## src/mei_pkg.sv

```systemverilog
// shared constants, types and helpers for the mandelbrot escape iteration unit
package mei_pkg;

  localparam int FIXED_WIDTH   = 32;
  localparam int FRACTION_BITS = 28;
  localparam int PROD_WIDTH    = 2 * FIXED_WIDTH;
  localparam int SUM_WIDTH     = FIXED_WIDTH + 2;
  localparam int CNT_WIDTH     = 8;

  localparam logic [CNT_WIDTH-1:0] ITER_LIMIT_RESET = CNT_WIDTH'(255);

  localparam logic signed [FIXED_WIDTH-1:0] TWO_FX =
    FIXED_WIDTH'(1) << (FRACTION_BITS + 1);
  localparam logic [PROD_WIDTH-1:0] FOUR_SQ =
    PROD_WIDTH'(1) << (2 * FRACTION_BITS + 2);

  localparam logic signed [FIXED_WIDTH-1:0] FX_MAX = {1'b0, {(FIXED_WIDTH-1){1'b1}}};
  localparam logic signed [FIXED_WIDTH-1:0] FX_MIN = {1'b1, {(FIXED_WIDTH-1){1'b0}}};

  typedef logic signed [FIXED_WIDTH-1:0] fx_t;
  typedef logic signed [PROD_WIDTH-1:0]  prod_t;
  typedef logic signed [SUM_WIDTH-1:0]   sum_t;
  typedef logic [CNT_WIDTH-1:0]          cnt_t;

  typedef enum logic [4:0] {
    ST_IDLE  = 5'b00001,
    ST_ITER  = 5'b00010,
    ST_SQI   = 5'b00100,
    ST_CROSS = 5'b01000,
    ST_UPD   = 5'b10000
  } state_t;

  function automatic fx_t sat_fx(input sum_t s);
    fx_t r;
    if (s > sum_t'(FX_MAX)) begin
      r = FX_MAX;
    end else if (s < sum_t'(FX_MIN)) begin
      r = FX_MIN;
    end else begin
      r = s[FIXED_WIDTH-1:0];
    end
    return r;
  endfunction

endpackage

```

## src/mei_mul.sv

```systemverilog
// shared signed multiplier with registered product
module mei_mul (
  input  logic          clk,
  input  mei_pkg::fx_t  a,
  input  mei_pkg::fx_t  b,
  output mei_pkg::prod_t prod_r
);
  import mei_pkg::*;

  prod_t prod_nxt;

  assign prod_nxt = PROD_WIDTH'(a) * PROD_WIDTH'(b);

  always_ff @(posedge clk) begin
    prod_r <= prod_nxt;
  end

endmodule

```

## src/mandelbrot_escape_iteration_unit.sv

```systemverilog
// mandelbrot escape-time unit: one point per request, one shared multiplier
// iteration: each one passes ITER, SQI, CROSS and UPD, less the update step on the last one;
//   a point that leaves through the component bound check ends at its first step, ITER
// requests: one request in flight, busy until the result strobe
// the iteration loop on the single multiplier holds off any new request until then
// reset: synchronous active low, the iteration limit returns to 255; results cannot be stalled
module mandelbrot_escape_iteration_unit (
  input  logic                 clk,
  input  logic                 rst_n,
  input  logic                 start,
  output logic                 busy,
  input  mei_pkg::fx_t         in_c_real,
  input  mei_pkg::fx_t         in_c_imag,
  output logic                 out_valid,
  output mei_pkg::cnt_t        out_iter_count,
  input  logic                 cfg_we,
  input  mei_pkg::cnt_t        cfg_wdata
);
  import mei_pkg::*;

  state_t state_r, state_nxt;
  cnt_t   iter_limit_r;
  cnt_t   iter_r, iter_nxt;
  fx_t    cr_r, ci_r;
  fx_t    zr_r, zr_nxt, zi_r, zi_nxt;
  prod_t  sr_r, sr_nxt;
  prod_t  d_r, d_nxt;
  logic   valid_r, valid_nxt;
  cnt_t   count_r, count_nxt;

  fx_t    mul_a, mul_b;
  prod_t  prod_r;

  logic   big;
  logic [PROD_WIDTH-1:0] mag_sum;
  prod_t  re_w, im_w;
  sum_t   re_s, im_s;

  mei_mul u_mul (
    .clk    (clk),
    .a      (mul_a),
    .b      (mul_b),
    .prod_r (prod_r)
  );

  assign busy           = (state_r != ST_IDLE);
  assign out_valid      = valid_r;
  assign out_iter_count = count_r;

  assign big     = (zr_r >= TWO_FX) || (zr_r <= -TWO_FX) ||
                   (zi_r >= TWO_FX) || (zi_r <= -TWO_FX);
  assign mag_sum = PROD_WIDTH'(sr_r) + PROD_WIDTH'(prod_r);

  // floor shifts of the difference and of the doubled cross product
  assign re_w = d_r >>> FRACTION_BITS;
  assign im_w = (prod_r <<< 1) >>> FRACTION_BITS;
  assign re_s = sum_t'(re_w[SUM_WIDTH-1:0]) + sum_t'(cr_r);
  assign im_s = sum_t'(im_w[SUM_WIDTH-1:0]) + sum_t'(ci_r);

  always_comb begin
    mul_a = zr_r;
    mul_b = zr_r;
    unique case (state_r)
      ST_SQI: begin
        mul_a = zi_r;
        mul_b = zi_r;
      end
      ST_CROSS: begin
        mul_a = zr_r;
        mul_b = zi_r;
      end
      default: begin
        mul_a = zr_r;
        mul_b = zr_r;
      end
    endcase
  end

  always_comb begin
    state_nxt = state_r;
    iter_nxt  = iter_r;
    zr_nxt    = zr_r;
    zi_nxt    = zi_r;
    sr_nxt    = sr_r;
    d_nxt     = d_r;
    valid_nxt = 1'b0;
    count_nxt = count_r;
    unique case (state_r)
      ST_IDLE: begin
        if (start) begin
          iter_nxt  = '0;
          zr_nxt    = '0;
          zi_nxt    = '0;
          state_nxt = ST_ITER;
        end
      end
      ST_ITER: begin
        iter_nxt = iter_r + CNT_WIDTH'(1);
        if (big) begin
          valid_nxt = 1'b1;
          count_nxt = iter_r + CNT_WIDTH'(1);
          state_nxt = ST_IDLE;
        end else begin
          state_nxt = ST_SQI;
        end
      end
      ST_SQI: begin
        sr_nxt    = prod_r;
        state_nxt = ST_CROSS;
      end
      ST_CROSS: begin
        d_nxt = sr_r - prod_r;
        if ((mag_sum >= FOUR_SQ) || (iter_r >= iter_limit_r)) begin
          valid_nxt = 1'b1;
          count_nxt = iter_r;
          state_nxt = ST_IDLE;
        end else begin
          state_nxt = ST_UPD;
        end
      end
      ST_UPD: begin
        zr_nxt    = sat_fx(re_s);
        zi_nxt    = sat_fx(im_s);
        state_nxt = ST_ITER;
      end
      default: begin
        state_nxt = ST_IDLE;
      end
    endcase
  end

  always_ff @(posedge clk) begin
    if (!rst_n) begin
      state_r      <= ST_IDLE;
      valid_r      <= 1'b0;
      iter_limit_r <= ITER_LIMIT_RESET;
    end else begin
      state_r <= state_nxt;
      valid_r <= valid_nxt;
      if (cfg_we) begin
        iter_limit_r <= cfg_wdata;
      end
    end
  end

  always_ff @(posedge clk) begin
    iter_r  <= iter_nxt;
    zr_r    <= zr_nxt;
    zi_r    <= zi_nxt;
    sr_r    <= sr_nxt;
    d_r     <= d_nxt;
    count_r <= count_nxt;
    if (state_r == ST_IDLE && start) begin
      cr_r <= in_c_real;
      ci_r <= in_c_imag;
    end
  end

endmodule
```

## config.mk

```make
export PLATFORM = sky130hd
export DESIGN_NAME = mandelbrot_escape_iteration_unit
export DESIGN_NICKNAME = d
export VERILOG_FILES = /design/src/mei_pkg.sv /design/src/mei_mul.sv /design/src/mandelbrot_escape_iteration_unit.sv
export SDC_FILE = /design/constraint.sdc
export NUM_CORES = 2
export LEC_CHECK = 0
export BUFFER_PORTS_ARGS = -buffer_cell sky130_fd_sc_hd__buf_2
export CAP_MARGIN = 5
export CORE_MARGIN = 2
export CORE_UTILIZATION = 65
export CTS_CLUSTER_SIZE = 28
export DETAILED_ROUTE_END_ITERATION = 16
export PLACE_DENSITY = 0.87
export SLEW_MARGIN = 10
export SYNTH_ARGS = -nofsm -noshare
export SYNTH_HDL_FRONTEND = slang
export SYNTH_SLANG_ARGS = --single-unit
```

## constraint.sdc

```tcl
create_clock -name clk -period 13.3 [get_ports clk]
set_input_delay 3.99 -clock clk [delete_from_list [all_inputs] [get_ports clk]]
set_output_delay 3.99 -clock clk [all_outputs]
set_load 0.005 [all_outputs]
```

==> impl_results.md <==
* Crit path buffers/inverters at 6
* Dominant synthesized flop cell: edfxtp_1
* End point of the critical path: u_mul.prod_r[63]
* Largest family of logic cells by synthesized area: adder cells
* # H-tree levels at 2
* Async SR Flop Fraction at 0%
* Total die area at about 87,000 sq um
* Kind of cell with the highest combined delay on the critical path: adder cells
* Boundary pin count at between 80 and 90
* Clock transition at path regs at roughly 70 ps
* Class of the tightest hold or removal check: flop to flop
* Count of flip-flops with a built-in enable after synthesis at between 200 and 250
* Library cell appearing most often on the critical path: fa_1
* GR met3 Demand/Resource at a little over an eighth
* Outcome: finished clean
* Number of placement rows at 106
* Total wirelength of the detailed-routed design at approximately 170,000 um
* Final setup skew at 45.6 ps
* Startpoint of the most critical setup path: state_r[4]
* TritonCTS clock tree: built
* Fin. max-slew vios at 0
* Peak clock frequency supported by timing at 94.6 MHz
* Slew at the pin closest to its max-slew limit at between 1000 and 1500 ps
* Slowest stage delay, CP at ~1100 ps
* Average via count per standard cell at around 6.3
* Logic depth of the worst path, buffers included at 31
* Critical Path Source Type: flop
* Grt ovf at 0
* Width of the chip at roughly 300 um
* Maximum number of pins on one net before global-route repair at between 60 and 70
* Average detailed-routed wire length per instance at between 20 and 25 um
* WP data arrival at ~11,000 ps
* Worst flop-to-flop path startpoint: state_r[4]
* Number of buffer cells added on primary ports at 85
* Fraction of final layout cells with drive strength greater than 1 at ~6%
* Wire length of the first global-routing pass at 261,000 um
* Final Net Count at roughly 7,400
* Worst setup EP type: flop
* Compound-Gate Fraction of Synth Area at ~9%
* Via count of the first global-routing pass at 45,900
* Smallest hold slack at roughly 450 ps
* Met2 Use GR at roughly three fifths
* Syn_nets at around 7,400
* Inserted Clock Buffers at 34
* Number of warnings printed during yosys synthesis at 0
* Syn-to-layout area delta at 5.34%
* Clock sink count at 320
* Reg-to-reg setup timing slack at around 2700 ps
* Post-DP HPWL at roughly 130,000 um
* Xor/xnor cell area share of the yosys netlist at approximately 2.8%
* Core ar. at 83,600 sq um
* Combined area of all synthesized cells at around 55,000 sq um
* Start-to-end type of the worst setup path: flop to flop
* Die Y at just under 300 um
* Worst flop-to-flop path endpoint: u_mul.prod_r[63]
* Number of storage elements in the synthesis netlist at between 300 and 400
* Path depth of the worst reg2reg path at 31
* Maximum fanout along the worst path at 54
* Clock insertion delay at the later pin of the skew report at 570 ps
* Adder-Cell Fraction of Synth Area at 48.3%
* Final setup violating endpoints at 0
* Largest buffer count on any clock path at 3
* Number of different library cells in the post-synthesis netlist at 94
* Worst endpoint required time at 13,720 ps
* Final hold violation count at 0
* Gate Count Post-Synth at roughly 5,800
* Slowest stage cell, crit path: mux2i_2
* Global routing usage on met1 at between 40% and 50%
* Initial antenna violation count at 5
* Portion of the post-synthesis area used by sequential elements at around 16%
* Setup TNS after final layout at 0 ps
* Share of synthesized cell area in and, or, nand and nor gates at 12.6%
* Post-CTS Repair Setup Buffers at 0
* Setup repair after global routing missed its margin: false
* First-pass iteration count of the detailed router at 8
* Antenna Nets Post-Route at 0
* Number of gates resized after cts at 0
* Final clock period utilization by the worst path at 79.5%
* Starting Density at 65.7%
* Post-layout minimum cycle time at about 11,000 ps
* Max-Slew Margin vs Limit at under 10%
* Final estimated routing congestion in global placement at ~1.1
* Detailed Route Iter0 Violations at ~4,600
* Global-route total usage across every layer at 40.2%
* CTS root buffer: clkbuf_16
* Multiplexer share of the synthesized area at about 1.9%
* Number of vias in the routed layout at between 40,000 and 50,000
* Average cell area after synthesis at around 9.4 sq um
* Max-cap check violation count at 0
* Number of buffers inserted by hold repair at cts at 0
* Layer carrying the most global-route usage: met2
* Drt drc at 0
kinds of logic after synthesis:
family                   Yosys count
multiplexers                      99
buffers and inverters           1338
adder cells (fa/ha/maj)         1468
AND/OR/NAND/NOR                 1654
AO/OA/AOI/OAI                    757
XOR/XNOR                         178
flip-flops                       320
metrics by stage:
stage	setup WS, ps	util (%)	cell area [sq um]	std cells
final	2730	69.2	57800	6923
after detailed placement	3030	67.8	56700	6857
after CTS	2990	69.2	57800	6919
after floorplan	3220	-	54900	5814
after global routing	2260	69.2	57800	6919
after global placement	3250	67.8	56700	6857
metal layers:
metal / vias up / part of all wire (%)
li1: 18200 / -
met3: 841 / 13
met5: - / 0.026
met1: 21500 / 34
met2: 2875 / 44
met4: 4 / 8.4
synth_stat cells, types with 63 or more instances:
master	instances	area share, %
a21o_1	94	1.3
edfxtp_1	242	13
mux2i_1	69	1.3
nor2_1	668	4.6
inv_1	1121	7.7
a21oi_1	225	2.1
ha_1	383	8.7
dfxtp_1	78	2.8
o21ai_0	123	1.1
fa_1	1085	40
clkbuf_1	173	1.2
xnor2_1	115	1.8
nand2_1	694	4.7
xor2_1	63	1.0
cells in the final DEF (no fill, tap or decap), drive strengths merged, types with 94 or more instances in the layout:
cell type  netlist  routed
nand2          695     695
fa            1085    1085
a21oi          227     227
buf             39     178
ha             383     383
nor2           668     668
inv           1123    1126
xnor2          115     115
a21o            94      94
edfxtp         242     242
o21ai          174     174
flip-flops by register name (all words and copies together), names as in the netlist:
register and flops:
out_iter_count 8, u_mul.prod_r 64, d_r 34, iter_r 8
out_valid 1, zi_r 32, zr_r 32, iter_limit_r 8
state_r 5, ci_r 32, sr_r 64, cr_r 32
how the worst min path moves through the flow:
stage	start	depth (start not counted)	endpoint	slack [ps]
2_1_floorplan	u_mul.prod_r[61]	0	sr_r[61]	410
3_3_place_gp	u_mul.prod_r[6]	0	sr_r[6]	440
3_5_place_dp	u_mul.prod_r[6]	0	sr_r[6]	450
4_1_cts	u_mul.prod_r[22]	0	sr_r[22]	450
5_1_grt	u_mul.prod_r[22]	0	sr_r[22]	480
6_report	u_mul.prod_r[22]	0	sr_r[22]	450
layout make-up:
class	instances	area, sq um
flip-flops and latches	320	8830
clock inverters	22	249
clock buffers	40	873
diodes	4	10.0
multi-input cells	4156	41100
inverters	1123	4220
fillers	6238	25800
well taps	1080	1350
repair buffers	178	1120
Power is not shown: default switching activity piles up to over one toggle a cycle in this logic, so the estimate is an artifact.
